$ cat src/rtl/bmp_pixel_row_decoder_top_defines.svh
// assertion macros shared by the bmp pixel row decoder
`ifndef BMP_PIXEL_ROW_DECODER_TOP_DEFINES_SVH
`define BMP_PIXEL_ROW_DECODER_TOP_DEFINES_SVH

`ifndef ASSERT_OFF
// property checked while out of reset
`define BPR_ASSERT_DIS(lbl, clk, rst_n, prop, msg) \
    lbl: assert property (@(posedge clk) disable iff (!rst_n) prop) else $error(msg);
// property checked at every edge, reset included
`define BPR_ASSERT_ALWAYS(lbl, clk, prop, msg) \
    lbl: assert property (@(posedge clk) prop) else $error(msg);
`else
`define BPR_ASSERT_DIS(lbl, clk, rst_n, prop, msg)
`define BPR_ASSERT_ALWAYS(lbl, clk, prop, msg)
`endif

`endif

$ cat src/rtl/bpr_pkg.sv
// types and constants of the bmp pixel row decoder
package bpr_pkg;

    localparam int DEF_PALETTE_DEPTH = 256;
    localparam int DEF_MAX_WIDTH     = 4096;
    localparam int DEF_MAX_HEIGHT    = 4096;

    localparam int CFG_ADDR_W  = 4;
    localparam int CFG_DATA_W  = 32;
    localparam int QUEUE_DEPTH = 4;
    localparam int POS_W       = 12;

    // register indexes (byte address 4*index)
    localparam logic [1:0] REG_DEPTH  = 2'd0;
    localparam logic [1:0] REG_WIDTH  = 2'd1;
    localparam logic [1:0] REG_HEIGHT = 2'd2;

    localparam logic [2:0]  DEPTH_RESET  = 3'd3;
    localparam logic [12:0] DIM_RESET    = 13'd1;
    localparam logic [7:0]  ALPHA_OPAQUE = 8'hFF;

    typedef enum logic [2:0] {
        DEPTH_1  = 3'd0,
        DEPTH_4  = 3'd1,
        DEPTH_8  = 3'd2,
        DEPTH_24 = 3'd3,
        DEPTH_32 = 3'd4
    } depth_t;

    typedef enum logic [1:0] {
        JOB_PALETTE,
        JOB_INDEXED,
        JOB_DIRECT
    } job_kind_t;

    typedef struct packed {
        logic        mode;
        logic [7:0]  palette_index;
        logic [31:0] palette_word;
        logic [7:0]  data_byte;
    } in_item_t;

    typedef struct packed {
        logic [7:0]       red;
        logic [7:0]       green;
        logic [7:0]       blue;
        logic [7:0]       alpha;
        logic [POS_W-1:0] pixel_column;
        logic [POS_W-1:0] pixel_row;
        logic             frame_end;
        logic             run_last;
    } out_item_t;

    // one classified item between front and back
    typedef struct packed {
        job_kind_t        kind;
        depth_t           depth;
        logic [7:0]       index_byte;
        logic [31:0]      word;
        logic [7:0]       pal_addr;
        logic [2:0]       last_k;
        logic [POS_W-1:0] column;
        logic [POS_W-1:0] row;
        logic             frame_end;
    } job_t;

    typedef struct packed {
        depth_t depth;
        logic   restart;
    } cfg_ctl_t;

endpackage

$ cat src/rtl/bpr_back.sv
// back end: palette writes, index unpacking and lookup, output register
module bpr_back #(
    parameter int PALETTE_DEPTH = 256
) (
    input  logic                             aclk,
    input  logic                             aresetn,
    input  logic                             head_valid,
    input  bpr_pkg::job_t                    head_job,
    output logic                             pop,
    output logic                             ram_we,
    output logic [$clog2(PALETTE_DEPTH)-1:0] ram_waddr,
    output logic [31:0]                      ram_wdata,
    output logic                             ram_re,
    output logic [$clog2(PALETTE_DEPTH)-1:0] ram_raddr,
    input  logic [31:0]                      ram_rdata,
    output logic                             m_valid,
    input  logic                             m_ready,
    output bpr_pkg::out_item_t               m_item
);
    import bpr_pkg::*;

    localparam int AW = $clog2(PALETTE_DEPTH);

    logic [2:0]       k_reg;
    logic             s1_valid_reg;
    logic             s1_indexed_reg;
    logic             s1_oob_reg;
    logic [31:0]      s1_word_reg;
    logic [POS_W-1:0] s1_col_reg;
    logic [POS_W-1:0] s1_row_reg;
    logic             s1_fe_reg;
    logic             s1_last_reg;
    logic             m_valid_reg;
    out_item_t        m_item_reg;

    logic             out_free;
    logic             s1_move;
    logic             s1_free;
    logic             is_pal;
    logic             issue;
    logic             elem_last;
    logic [7:0]       pix_index;
    logic             oob;
    logic [31:0]      color;

    // pipeline flow
    always_comb begin
        out_free  = !m_valid_reg || m_ready;
        s1_move   = s1_valid_reg && out_free;
        s1_free   = !s1_valid_reg || out_free;
        is_pal    = head_valid && (head_job.kind == JOB_PALETTE);
        issue     = head_valid && (head_job.kind != JOB_PALETTE) && s1_free;
        elem_last = (head_job.kind == JOB_DIRECT) || (k_reg == head_job.last_k);
        pop       = is_pal || (issue && elem_last);
    end

    // index of the current element, most significant first
    always_comb begin
        unique case (head_job.depth)
            DEPTH_1: pix_index = {7'b0, head_job.index_byte[3'd7 - k_reg]};
            DEPTH_4: pix_index = k_reg[0] ? {4'b0, head_job.index_byte[3:0]}
                                          : {4'b0, head_job.index_byte[7:4]};
            default: pix_index = head_job.index_byte;
        endcase
        oob = {1'b0, pix_index} >= 9'(PALETTE_DEPTH);
    end

    // palette port
    always_comb begin
        ram_we    = is_pal && ({1'b0, head_job.pal_addr} < 9'(PALETTE_DEPTH));
        ram_waddr = head_job.pal_addr[AW-1:0];
        ram_wdata = head_job.word;
        ram_re    = issue && (head_job.kind == JOB_INDEXED);
        ram_raddr = pix_index[AW-1:0];
    end

    // element counter and lookup stage
    always_ff @(posedge aclk) begin
        if (!aresetn) begin
            k_reg        <= '0;
            s1_valid_reg <= 1'b0;
        end else begin
            if (issue) begin
                k_reg <= elem_last ? 3'd0 : k_reg + 3'd1;
            end
            s1_valid_reg <= issue || (s1_valid_reg && !s1_move);
        end
    end

    always_ff @(posedge aclk) begin
        if (issue) begin
            s1_indexed_reg <= head_job.kind == JOB_INDEXED;
            s1_oob_reg     <= oob;
            s1_word_reg    <= head_job.word;
            s1_col_reg     <= head_job.column + POS_W'(k_reg);
            s1_row_reg     <= head_job.row;
            s1_fe_reg      <= head_job.frame_end && elem_last;
            s1_last_reg    <= elem_last;
        end
    end

    // output register
    always_comb begin
        if (s1_indexed_reg) begin
            color = s1_oob_reg ? 32'd0 : ram_rdata;
        end else begin
            color = s1_word_reg;
        end
    end

    always_ff @(posedge aclk) begin
        if (!aresetn) begin
            m_valid_reg <= 1'b0;
        end else begin
            m_valid_reg <= s1_move || (m_valid_reg && !m_ready);
        end
    end

    always_ff @(posedge aclk) begin
        if (s1_move) begin
            m_item_reg.alpha        <= color[31:24];
            m_item_reg.red          <= color[23:16];
            m_item_reg.green        <= color[15:8];
            m_item_reg.blue         <= color[7:0];
            m_item_reg.pixel_column <= s1_col_reg;
            m_item_reg.pixel_row    <= s1_row_reg;
            m_item_reg.frame_end    <= s1_fe_reg;
            m_item_reg.run_last     <= s1_last_reg;
        end
    end

    assign m_valid = m_valid_reg;
    assign m_item  = m_item_reg;

endmodule

$ cat config.mk
export PLATFORM = sky130hd
export DESIGN_NAME = bpr_back
export DESIGN_NICKNAME = d
export VERILOG_FILES = /design/src/rtl/bmp_pixel_row_decoder_top_defines.svh /design/src/rtl/bpr_pkg.sv /design/src/rtl/bpr_back.sv
export SDC_FILE = /design/constraint.sdc
export NUM_CORES = 1
export LEC_CHECK = 0
export ABC_AREA = 1
export BUFFER_PORTS_ARGS = -buffer_cell sky130_fd_sc_hd__buf_2
export CAP_MARGIN = 40
export CORE_UTILIZATION = 51
export CTS_BUF_LIST = sky130_fd_sc_hd__clkbuf_16
export DETAILED_ROUTE_END_ITERATION = 6
export HOLD_SLACK_MARGIN = 0.02
export PLACE_DENSITY = 0.95
export SYNTH_ARGS = -nofsm -noshare
export SYNTH_HDL_FRONTEND = slang
export SYNTH_SLANG_ARGS = --single-unit
$ cat constraint.sdc
create_clock -name aclk -period 10.75 [get_ports aclk]
set_input_delay 1.075 -clock aclk [delete_from_list [all_inputs] [get_ports aclk]]
set_output_delay 1.075 -clock aclk [all_outputs]
set_load 0.005 [all_outputs]
==> qor.json, run 1 <==
{
  "placement.io_buffers": {"value": 210},
  "worstPathRequired": {"value": 9.68, "unit": "ns"},
  "postCtsSetupRepairBufs": {"value": 0},
  "postSynthAreaPerCell": {"value": 15.0, "unit": "um2"},
  "post_cts.resized_instances": {"value": 0},
  "power_frac_seq": {"value": 0.471},
  "cap_violations": {"value": 0},
  "grt_antenna_before_repair": {"value": 0},
  "seq_area_frac_synth": {"value": 0.720},
  "total_leakage_power": {"value": 2.79, "unit": "nW"},
  "register_area": {"value": 0.00361, "unit": "mm2"},
  "synth_top_cells_by_area": {"value": "sky130_fd_sc_hd__edfxtp_1 70%, sky130_fd_sc_hd__mux2_1 6.7%, sky130_fd_sc_hd__buf_4 6.4%, sky130_fd_sc_hd__nand2_1 2.6%, sky130_fd_sc_hd__dfxtp_1 2.0%"},
  "floorplan.die.height": {"value": 101, "unit": "um"},
  "num_vias": {"value": 3253},
  "diodes": {"value": 0},
  "rr_worst_depth": {"value": 8},
  "fill_cells": {"value": 660},
  "synthDistinctLibCells": {"value": 28},
  "layout_cell_share_with_drive_strength_beyond_1": {"value": 0.493},
  "drt-vias-per-instance": {"value": 4.90},
  "cts.htree.levels": {"value": 4},
  "cts-root-to-sink-buffers": {"value": 2},
  "totalWireLength": {"value": 10700, "unit": "um"},
  "gp_congestion": {"value": 0.889},
  "synth.net_count": {"value": 457},
  "clock_tree.root_cell": {"value": "sky130_fd_sc_hd__clkbuf_16"},
  "worstSetupPathType": {"value": "in2out"},
  "grt_max_degree": {"value": 61},
  "timing.hold.worst_path_depth": {"value": 0},
  "grt_pass1_wl": {"value": 15600, "unit": "um"},
  "timing.critical_path.arrival": {"value": 2.54, "unit": "ns"},
  "netSwitchingFraction": {"value": 0.215},
  "period_share": {"value": 0.336},
  "die-area": {"value": 0.0102, "unit": "mm2"},
  "dr.pass1.iters": {"value": 5},
  "power_per_cell_area": {"value": 183, "unit": "mW/mm2"},
  "yosysTopAreaCellShare": {"value": 0.700},
  "syn_area": {"value": 0.00502, "unit": "mm2"},
  "postCtsHoldBufs": {"value": 0},
  "rsz0062_at_grt": {"value": "no"},
  "largest_reg_flops": {"value": 58},
  "final.setup_skew": {"value": 0.00902, "unit": "ns"},
  "timing.fmax": {"value": 277, "unit": "MHz"},
  "net-switching-power": {"value": 0.000257, "unit": "W"},
  "first_iter_violations": {"value": 99},
  "drcViolationCount": {"value": 0},
  "synthCells": {"value": 335},
  "cts_inserted_buffers": {"value": 17},
  "initial_utilization": {"value": 0.536},
  "drv_slew": {"value": 0},
  "first_global_vias": {"value": 3244},
  "worst-slew-pin-transition": {"value": 0.784, "unit": "ns"},
  "worstSetupStartpointType": {"value": "primary input"},
  "postSynthRegisterBits": {"value": 122},
  "worst_setup_hold_path_clk_slew": {"value": 0.06, "unit": "ns"},
  "routedWlPerCell": {"value": 16.2, "unit": "um"},
  "layout_common_cells": {"value": "210 x sky130_fd_sc_hd__buf_2, 117 x sky130_fd_sc_hd__edfxtp_1, 35 x sky130_fd_sc_hd__nand2_1"},
  "result_of_the_run": {"value": "complete, no violations"},
  "core.rowCount": {"value": 35},
  "final-hold-violation-count": {"value": 0},
  "num-nets-final": {"value": 644},
  "source_to_sink_clock_delay_at_the_later_pin_of_the_worst_skew_pair": {"value": 0.39, "unit": "ns"},
  "cp-end-kind": {"value": "output pin"},
  "placeableCoreArea": {"value": 0.00937, "unit": "mm2"},
  "postRouteAntennaNets": {"value": 0},
  "worst_ir_drop_vdd": {"value": 0.0940, "unit": "mV"},
  "p_int": {"value": 0.000937, "unit": "W"},
  "layout.cells.most_common": {"value": "sky130_fd_sc_hd__buf_2"},
  "chipWidth": {"value": 101, "unit": "um"},
  "multi_input_logic_area": {"value": 965, "unit": "um2"},
  "cts_num_sinks": {"value": 122},
  "global_route.usage.total": {"value": 0.208},
  "worst_slew_margin_rel": {"value": 0.477},
  "hold_path.class": {"value": "reg2reg"},
  "flow.area_growth_from_synthesis": {"value": 29.6, "unit": "%"},
  "pin_count": {"value": 227},
  "post-dp-hpwl": {"value": 8140, "unit": "um"},
  "synth_largest_area_cell": {"value": "sky130_fd_sc_hd__edfxtp_1"},
  "cts_tree": {"value": "done"},
  "yosys_warning_count": {"value": 0},
  "final_core_utilization": {"value": 0.694},
  "worst-path-max-fanout": {"value": 60},
  "layout_min_cycle_time": {"value": 3.61, "unit": "ns"},
  "report.final.setup_viol": {"value": 0},
  "pwr-share-comb": {"value": 0.079},
  "fin_setup_tns": {"value": 0, "unit": "ns"},
  "gr-total-overflow": {"value": 0},
  "clock_power_share": {"value": 0.450}
}
==> worst paths after layout <==
kind,end,slack [ns],startpoint
max reg2reg,s1_col_reg[6],8.60,k_reg[0]
max,pop,7.14,m_ready
min reg2reg,m_item[22],0.41,s1_col_reg[8]
min,m_item[22],0.41,s1_col_reg[8]
==> cell type report <==
type | count | share of cell area
clock inverters | 15 | 0.0233
clock buffers | 17 | 0.0654
well taps | 129 | 0.0248
inverters | 31 | 0.0179
flip-flops and latches | 122 | 0.555
multi-input cells | 137 | 0.148
repair buffers | 213 | 0.165
==> kinds of logic after synthesis <==
| logic type | after synthesis | synth area share |
|---|---|---|
| AOI/OAI and AO/OA | 15 | 0.0169 |
| buffers and inverters | 76 | 0.0905 |
| and+or+nand+nor | 73 | 0.0663 |
| DFF | 122 | 0.720 |
| xor gates and xnor gates | 12 | 0.0209 |
| adders and majority gates | 5 | 0.0140 |
| muxes | 32 | 0.0718 |
==> critical path, stage by stage <==
cell and delay, ns:
sky130_fd_sc_hd__buf_2 0.08, sky130_fd_sc_hd__inv_1 0.07, sky130_fd_sc_hd__nand3_1 0.14, sky130_fd_sc_hd__nand2_2 0.13, sky130_fd_sc_hd__inv_2 0.07, sky130_fd_sc_hd__buf_4 0.59, sky130_fd_sc_hd__nand2_1 0.16, sky130_fd_sc_hd__o21ai_1 0.11
sky130_fd_sc_hd__buf_2 0.12
==> power by group through the flow <==
| stage | logic, W | registers, W | clock network (W) |
|---|---|---|---|
| after floorplan | 0.0000521 | 0.000571 | 0 |
| after global placement | 0.0000899 | 0.000570 | 0 |
| after detailed placement | 0.0000946 | 0.000572 | 0 |
| after CTS | 0.0000951 | 0.000563 | 0.000547 |
| after global routing | 0.000104 | 0.000564 | 0.000565 |
| final | 0.0000942 | 0.000563 | 0.000537 |
==> Yosys cell counts <==
library cell / instances
sky130_fd_sc_hd__dfxtp_1: 5
sky130_fd_sc_hd__clkinv_1: 1
sky130_fd_sc_hd__clkbuf_1: 1
sky130_fd_sc_hd__o21ai_1: 4
sky130_fd_sc_hd__xor2_1: 7
sky130_fd_sc_hd__nor3_4: 1
sky130_fd_sc_hd__buf_6: 1
sky130_fd_sc_hd__o21ai_0: 5
sky130_fd_sc_hd__inv_1: 25
sky130_fd_sc_hd__nor2_1: 12
sky130_fd_sc_hd__nor3_1: 2
sky130_fd_sc_hd__nand2_2: 4
sky130_fd_sc_hd__nor3_2: 1
sky130_fd_sc_hd__nand2_1: 35
sky130_fd_sc_hd__mux2_2: 2
sky130_fd_sc_hd__a21oi_2: 1
sky130_fd_sc_hd__nand3_1: 14
sky130_fd_sc_hd__mux2_1: 30
sky130_fd_sc_hd__a21oi_1: 3
sky130_fd_sc_hd__a21boi_1: 1
sky130_fd_sc_hd__a22o_1: 1
sky130_fd_sc_hd__ha_1: 4
sky130_fd_sc_hd__nor2_2: 4
sky130_fd_sc_hd__edfxtp_1: 117
sky130_fd_sc_hd__fa_1: 1
sky130_fd_sc_hd__xnor2_1: 5
sky130_fd_sc_hd__buf_4: 43
sky130_fd_sc_hd__inv_2: 5
==> stage by stage <==
step	area (um2)	total power [W]	setup slack, ns	std cells	hold slack [ns]
6_report	6510	0.00119	7.14	664	0.412
5_1_grt	6510	0.00123	6.90	664	0.423
4_1_cts	6510	0.00120	7.10	664	0.414
3_5_place_dp	5930	0.000667	7.11	632	0.405
3_3_place_gp	5930	0.000660	7.15	632	0.400
2_1_floorplan	5020	0.000623	6.32	335	0.400
==> layer usage <==
layer | vias up | GRT usage | routed length, um
met4 | 0 | 0.107 | 267
met5 | - | 0 | 0
li1 | 1513 | - | -
met1 | 1541 | 0.200 | 3630
met2 | 175 | 0.397 | 5990
met3 | 24 | 0.0635 | 850
(Power assumes the default switching activity.)
==> inputs of run 2 (changes only) <==
Settings changed: CORE_UTILIZATION 51 to 47, PLACE_DENSITY 0.95 to 0.91.
Clock period 10.75 ns to 3.4 ns, I/O delays scaled along.
==> run 2 against run 1 <==
Compared with the run above:
- register-to-register slack got worse by 7.2 ns
- setup slack got worse by 6.0 ns
- clock skew increased by 0.0020 ns
- final cell count increased by 1.2%
- combinational power increased to 3.2 times the previous value
- via count decreased by 3.7%
- flip-flop and latch count unchanged
- highest routed layer unchanged
- first-iteration DRC count increased by 21%
==> qor.json, run 2 (synthesized netlist as in run 1, its figures left out) <==
{
  "layout_cell_share_with_drive_strength_beyond_1": {"value": 0.489, "change": "was 0.493"},
  "fin_setup_tns": {"value": 0, "unit": "ns", "change": "unchanged"},
  "drcViolationCount": {"value": 0, "change": "unchanged"},
  "total_leakage_power": {"value": 2.83, "unit": "nW", "change": "was 2.79 nW"},
  "grt_pass1_wl": {"value": 15700, "unit": "um", "change": "was 15600 um"},
  "period_share": {"value": 0.665},
  "grt_max_degree": {"value": 42, "change": "was 61"},
  "routedWlPerCell": {"value": 15.6, "unit": "um", "change": "was 16.2 um"},
  "rsz0062_at_grt": {"value": "no", "change": "unchanged"},
  "grt_antenna_before_repair": {"value": 0, "change": "unchanged"},
  "cap_violations": {"value": 0, "change": "unchanged"},
  "layout_common_cells": {"value": "210 x sky130_fd_sc_hd__buf_2, 117 x sky130_fd_sc_hd__edfxtp_1, 35 x sky130_fd_sc_hd__nand2_1", "change": "unchanged"},
  "postCtsHoldBufs": {"value": 0, "change": "unchanged"},
  "placeableCoreArea": {"value": 0.0103, "unit": "mm2", "change": "was 0.00937 mm2"},
  "flow.area_growth_from_synthesis": {"value": 31.0, "unit": "%", "change": "was 29.6%"},
  "first_global_vias": {"value": 3082, "change": "was 3244"},
  "global_route.usage.total": {"value": 0.195, "change": "was 0.208"},
  "gp_congestion": {"value": 0.818, "change": "was 0.889"},
  "initial_utilization": {"value": 0.486, "change": "was 0.536"},
  "layout.cells.most_common": {"value": "sky130_fd_sc_hd__buf_2", "change": "unchanged"},
  "cts-root-to-sink-buffers": {"value": 2, "change": "unchanged"},
  "cts_tree": {"value": "done", "change": "unchanged"},
  "post_cts.resized_instances": {"value": 0, "change": "unchanged"},
  "worst_slew_margin_rel": {"value": 0.593, "change": "was 0.477"},
  "power_consumption": {"value": 0.00397, "unit": "W", "change": "was 0.00119 W"},
  "drv_slew": {"value": 0, "change": "unchanged"},
  "num_vias": {"value": 3132, "change": "was 3253"},
  "postCtsSetupRepairBufs": {"value": 0, "change": "unchanged"},
  "layout_min_cycle_time": {"value": 2.26, "unit": "ns"},
  "gr-total-overflow": {"value": 0, "change": "unchanged"},
  "worstSetupPathType": {"value": "reg2out", "change": "was in2out"},
  "final-hold-violation-count": {"value": 0, "change": "unchanged"},
  "cts.htree.levels": {"value": 4, "change": "unchanged"},
  "result_of_the_run": {"value": "complete, no violations", "change": "unchanged"},
  "chipWidth": {"value": 105, "unit": "um", "change": "was 101 um"},
  "critPathMaxStageDelay": {"value": 0.47, "unit": "ns", "change": "was 0.59 ns"},
  "cp-end-kind": {"value": "output pin", "change": "unchanged"},
  "post-place-ws": {"value": 1.26, "unit": "ns", "change": "was 7.11 ns"},
  "fill_cells": {"value": 751, "change": "was 660"},
  "timing.critical_path.arrival": {"value": 1.92, "unit": "ns", "change": "was 2.54 ns"},
  "core.rowCount": {"value": 37, "change": "was 35"},
  "first_iter_violations": {"value": 120, "change": "was 99"},
  "postRouteAntennaNets": {"value": 0, "change": "unchanged"},
  "cp_slowest_cell": {"value": "sky130_fd_sc_hd__inv_2", "change": "was sky130_fd_sc_hd__buf_4"},
  "worst_setup_hold_path_clk_slew": {"value": 0.05, "unit": "ns", "change": "was 0.06 ns"},
  "final.setup_skew": {"value": 0.0110, "unit": "ns", "change": "was 0.00902 ns"},
  "clock_tree.root_cell": {"value": "sky130_fd_sc_hd__clkbuf_16", "change": "unchanged"},
  "worstSetupStartpointType": {"value": "register", "change": "was primary input"},
  "source_to_sink_clock_delay_at_the_later_pin_of_the_worst_skew_pair": {"value": 0.41, "unit": "ns", "change": "was 0.39 ns"},
  "largest_reg_flops": {"value": 58, "change": "unchanged"},
  "worst_ir_drop_vdd": {"value": 0.291, "unit": "mV", "change": "was 0.0940 mV"},
  "cts_num_sinks": {"value": 122, "change": "unchanged"},
  "power_per_cell_area": {"value": 603, "unit": "mW/mm2", "change": "was 183 mW/mm2"},
  "multi_input_logic_area": {"value": 965, "unit": "um2", "change": "unchanged"},
  "totalWireLength": {"value": 10500, "unit": "um", "change": "was 10700 um"},
  "worstPathRequired": {"value": 3.06, "unit": "ns", "change": "was 9.68 ns"},
  "cts_inserted_buffers": {"value": 17, "change": "unchanged"},
  "register_area": {"value": 0.00361, "unit": "mm2", "change": "unchanged"},
  "worst-path-max-fanout": {"value": 29, "change": "was 60"},
  "floorplan.die.height": {"value": 105, "unit": "um", "change": "was 101 um"},
  "drt-vias-per-instance": {"value": 4.66, "change": "was 4.90"},
  "pin_count": {"value": 227, "change": "unchanged"},
  "diodes": {"value": 0, "change": "unchanged"},
  "timing.fmax": {"value": 442, "unit": "MHz"},
  "die-area": {"value": 0.0111, "unit": "mm2", "change": "was 0.0102 mm2"},
  "dr.pass1.iters": {"value": 4, "change": "was 5"},
  "post-dp-hpwl": {"value": 7570, "unit": "um", "change": "was 8140 um"},
  "postLayoutSetupSlackWorst": {"value": 1.14, "unit": "ns", "change": "was 7.14 ns"},
  "hold_path.class": {"value": "in2reg", "change": "was reg2reg"},
  "timing.critical_path.cells": {"value": "nand3_1, nand2_2, inv_2, nand2_1, o21ai_1, buf_2", "change": "was buf_2, inv_1, nand3_1, nand2_2, inv_2, buf_4, nand2_1, o21ai_1, buf_2"},
  "num-nets-final": {"value": 645, "change": "was 644"},
  "placement.io_buffers": {"value": 210, "change": "unchanged"},
  "report.final.setup_viol": {"value": 0, "change": "unchanged"},
  "worst-slew-pin-transition": {"value": 0.610, "unit": "ns", "change": "was 0.784 ns"}
}
==> run 2: cell count changes in the layout (fill, tap and decap cells not counted) <==
cell	before	now
sky130_fd_sc_hd__clkinv_1	2	3
sky130_fd_sc_hd__clkinv_2	4	2
sky130_fd_sc_hd__inv_6	1	0
sky130_fd_sc_hd__clkinv_4	5	2
sky130_fd_sc_hd__buf_4	3	4
sky130_fd_sc_hd__bufinv_16	2	5
sky130_fd_sc_hd__inv_1	24	26
==> run 2: final timing paths <==
kind,cells past startpoint,start,endpoint,slack (ns)
worst min-delay path,1,head_job[9],s1_row_reg[8],0.11
worst max-delay path,6,m_valid,pop,1.14
worst max register to register,9,k_reg[0],s1_col_reg[10],1.36
worst min register to register,0,s1_row_reg[9],m_item[11],0.42
==> run 2: power by group <==
part,switching (W),internal [W],leakage [nW]
logic,0.000163,0.000136,1.37
registers,0.0000256,0.00175,1.14
clock network,0.000605,0.00129,0.310
total,0.000794,0.00317,2.83
==> run 2: layer usage <==
metal  routed length, um  track usage  vias up
li1                    -            -     1513
met5                   0            0        -
met1                4100        0.209     1455
met4                 138       0.0785        0
met3                 674       0.0581       12
met2                5600        0.357      152
==> run 2: stage by stage <==
stage	hold WS, ns	cell area, um2	utilization	cells
after floorplan	0.400	5020	-	335
after global placement	0.401	5950	0.576	640
after detailed placement	0.405	5950	0.576	640
after CTS	0.0932	6580	0.637	672
after global routing	0.0959	6580	0.637	672
final	0.112	6580	0.637	672
==> run 2: cell type report <==
cell class                      instances  share of cell area
Sequential cell                       122               0.549
Multi-Input combinational cell        137               0.147
Clock buffer                           17              0.0647
Timing Repair Buffer                  214               0.164
Clock inverter                         15              0.0316
Tap cell                              136              0.0259
Inverter                               31              0.0177
==> run 2: worst max-delay path: cells and delay by family, from the launching register on <==
kind,cells,cell delay (ns)
AO/OA/AOI/OAI,1,0.11
buffers and inverters,2,0.59
flip-flops,1,0.35
AND/OR/NAND/NOR,3,0.46
==> inputs of run 3 (changes only) <==
Settings changed: CORE_UTILIZATION 47 to 42, PLACE_DENSITY 0.91 to 0.87.
Clock period 3.4 ns to 1.9 ns, I/O delays scaled along.
==> run 3 against run 2 <==
Compared with the run above:
- the run now ends with design-rule violations left
- die area up 12%
- critical endpoint is now s1_col_reg[10]
- register-to-register slack got worse by 1.2 ns
- largest cell class unchanged
- sequential share of layout area down 3.6 points
- final cell count increased by 7.9%
- largest power group is now sequential cells
==> qor.json, run 3 (synthesized netlist as in run 1, its figures left out) <==
{
  "drt-vias-per-instance": {"value": 4.77, "change": "was 4.66"},
  "cts.htree.levels": {"value": 4, "change": "unchanged"},
  "cts_tree": {"value": "done", "change": "unchanged"},
  "worstSetupPathType": {"value": "reg2reg", "change": "was reg2out"},
  "final.setup_skew": {"value": 0.0116, "unit": "ns", "change": "was 0.0110 ns"},
  "worst-path-max-fanout": {"value": 3, "change": "was 29"},
  "cts-root-to-sink-buffers": {"value": 2, "change": "unchanged"},
  "totalWireLength": {"value": 12400, "unit": "um", "change": "was 10500 um"},
  "diodes": {"value": 0, "change": "unchanged"},
  "worst_ir_drop_vdd": {"value": 0.506, "unit": "mV", "change": "was 0.291 mV"},
  "floorplan.die.height": {"value": 111, "unit": "um", "change": "was 105 um"},
  "worstPathRequired": {"value": 2.05, "unit": "ns", "change": "was 3.06 ns"},
  "largest_reg_flops": {"value": 58, "change": "unchanged"},
  "postRouteAntennaNets": {"value": 0, "change": "unchanged"},
  "layout_cell_share_with_drive_strength_beyond_1": {"value": 0.460, "change": "was 0.489"},
  "pin_count": {"value": 227, "change": "unchanged"},
  "worst-slew-pin-transition": {"value": 0.402, "unit": "ns", "change": "was 0.610 ns"},
  "layout.cells.most_common": {"value": "sky130_fd_sc_hd__buf_2", "change": "unchanged"},
  "critPathMaxStageDelay": {"value": 0.40, "unit": "ns", "change": "was 0.47 ns"},
  "dr.pass1.iters": {"value": 7, "change": "was 4"},
  "global_route.usage.total": {"value": 0.203, "change": "was 0.195"},
  "drv_slew": {"value": 0, "change": "unchanged"},
  "core.rowCount": {"value": 39, "change": "was 37"},
  "num-nets-final": {"value": 691, "change": "was 645"},
  "total_leakage_power": {"value": 3.00, "unit": "nW", "change": "was 2.83 nW"},
  "worst_slew_margin_rel": {"value": 0.732, "change": "was 0.593"},
  "numPlacedInstances": {"value": 649, "change": "was 640"},
  "routedWlPerCell": {"value": 17.0, "unit": "um", "change": "was 15.6 um"},
  "final-hold-violation-count": {"value": 0, "change": "unchanged"},
  "placeableCoreArea": {"value": 0.0115, "unit": "mm2", "change": "was 0.0103 mm2"},
  "chipWidth": {"value": 111, "unit": "um", "change": "was 105 um"},
  "flow.area_growth_from_synthesis": {"value": 40.2, "unit": "%", "change": "was 31.0%"},
  "first_iter_violations": {"value": 314, "change": "was 120"},
  "post-place-ws": {"value": 0.0854, "unit": "ns", "change": "was 1.26 ns"},
  "grt_max_degree": {"value": 59, "change": "was 42"},
  "placement.io_buffers": {"value": 210, "change": "unchanged"},
  "die-area": {"value": 0.0124, "unit": "mm2", "change": "was 0.0111 mm2"},
  "timing.critical_path.cells": {"value": "ha_1, inv_1, fa_1, inv_1, nand2_1, a21oi_4, nand2_2, nor2_2, xor2_1", "change": "was nand3_1, nand2_2, inv_2, nand2_1, o21ai_1, buf_2"},
  "cts_inserted_buffers": {"value": 17, "change": "unchanged"},
  "power_per_cell_area": {"value": 992, "unit": "mW/mm2", "change": "was 603 mW/mm2"},
  "postCtsSetupRepairBufs": {"value": 0, "change": "unchanged"},
  "post-dp-hpwl": {"value": 7780, "unit": "um", "change": "was 7570 um"},
  "period_share": {"value": 0.938},
  "hold_path.class": {"value": "in2reg", "change": "unchanged"},
  "gp_congestion": {"value": 0.861, "change": "was 0.818"},
  "cp_slowest_cell": {"value": "sky130_fd_sc_hd__fa_1", "change": "was sky130_fd_sc_hd__inv_2"},
  "rsz0062_at_grt": {"value": "no", "change": "unchanged"},
  "postLayoutSetupSlackWorst": {"value": 0.118, "unit": "ns", "change": "was 1.14 ns"},
  "report.final.setup_viol": {"value": 0, "change": "unchanged"},
  "worst_setup_hold_path_clk_slew": {"value": 0.06, "unit": "ns", "change": "was 0.05 ns"},
  "cap_violations": {"value": 0, "change": "unchanged"},
  "fin_setup_tns": {"value": 0, "unit": "ns", "change": "unchanged"},
  "critical_path.most_common_cell": {"value": "sky130_fd_sc_hd__inv_1"},
  "timing.critical_path.arrival": {"value": 1.93, "unit": "ns", "change": "was 1.92 ns"},
  "worstSetupStartpointType": {"value": "register", "change": "unchanged"},
  "grt_pass1_wl": {"value": 18600, "unit": "um", "change": "was 15700 um"},
  "cts_num_sinks": {"value": 122, "change": "unchanged"},
  "layout_min_cycle_time": {"value": 1.78, "unit": "ns"},
  "source_to_sink_clock_delay_at_the_later_pin_of_the_worst_skew_pair": {"value": 0.40, "unit": "ns", "change": "was 0.41 ns"},
  "timing.fmax": {"value": 561, "unit": "MHz"},
  "gr-total-overflow": {"value": 0, "change": "unchanged"},
  "final-instance-count-excl-fill": {"value": 725, "change": "was 672"},
  "final.hold.worst_slack": {"value": 0.0489, "unit": "ns", "change": "was 0.112 ns"},
  "first_global_vias": {"value": 3532, "change": "was 3082"},
  "layout_common_cells": {"value": "210 x sky130_fd_sc_hd__buf_2, 117 x sky130_fd_sc_hd__edfxtp_1, 44 x sky130_fd_sc_hd__dlygate4sd3_1", "change": "was 210 x sky130_fd_sc_hd__buf_2, 117 x sky130_fd_sc_hd__edfxtp_1, 35 x sky130_fd_sc_hd__nand2_1"},
  "drcViolationCount": {"value": 42, "change": "was 0"},
  "result_of_the_run": {"value": "finished, violations left", "change": "was complete, no violations"},
  "failing_checks": {"value": "design-rule violations"},
  "grt_antenna_before_repair": {"value": 0, "change": "unchanged"},
  "initial_utilization": {"value": 0.436, "change": "was 0.486"},
  "cp-end-kind": {"value": "register", "change": "was output pin"},
  "num_vias": {"value": 3458, "change": "was 3132"},
  "clock_tree.root_cell": {"value": "sky130_fd_sc_hd__clkbuf_16", "change": "unchanged"}
}
[run 3: routing by layer]
layer / track usage / routed length [um] / vias to the layer above
li1: - / - / 1607
met1: 0.219 / 4470 / 1646
met2: 0.363 / 6690 / 180
met3: 0.0659 / 913 / 25
met4: 0.0892 / 278 / 0
met5: 0 / 0 / -
[run 3: final cells by class]
| cell class | instances | area (um2) |
|---|---|---|
| Multi-Input combinational cell | 137 | 980 |
| Sequential cell | 122 | 3620 |
| Fill cell | 817 | 4480 |
| Timing Repair Buffer | 260 | 1560 |
| Inverter | 31 | 120 |
| Tap cell | 143 | 179 |
| Clock buffer | 17 | 425 |
| Clock inverter | 15 | 159 |
[run 3: power breakdown]
part | switching (W) | total (W) | internal, W
Combinational | 0.000332 | 0.000648 | 0.000316
Sequential | 0.0000436 | 0.00318 | 0.00313
Clock | 0.00112 | 0.00316 | 0.00204
[run 3: critical path: cells and delay by family, from the launching register on]
family	cells	cell delay (ns)
simple gates	3	0.26
buf+inv	2	0.13
fa+ha+maj	2	0.57
xor+xnor	1	0.07
flops	1	0.33
compound gates	1	0.17
[run 3: timing repair]
action | in CTS | in global routing
hold buffers | 44 | 0
hold endpoints to repair | 44 | 0
resized for setup | 0 | 3
endpoints found under the setup margin | 0 | 3
[run 3: through the flow]
stage | utilization | power, W | cell area, um2
4_1_cts | 0.610 | 0.00700 | 7030
5_1_grt | 0.611 | 0.00722 | 7040
3_3_place_gp | 0.521 | 0.00376 | 6000
2_1_floorplan | - | 0.00353 | 5040
6_report | 0.611 | 0.00698 | 7040
3_5_place_dp | 0.521 | 0.00379 | 6000
[run 3: final timing paths]
check,to,depth (start not counted),slack [ns],from
worst min register to register,m_item[22],0,0.42,s1_col_reg[8]
worst max register to register,s1_col_reg[10],9,0.12,k_reg[0]
worst max-delay path,s1_col_reg[10],9,0.12,k_reg[0]
worst min-delay path,m_valid,3,0.05,aresetn
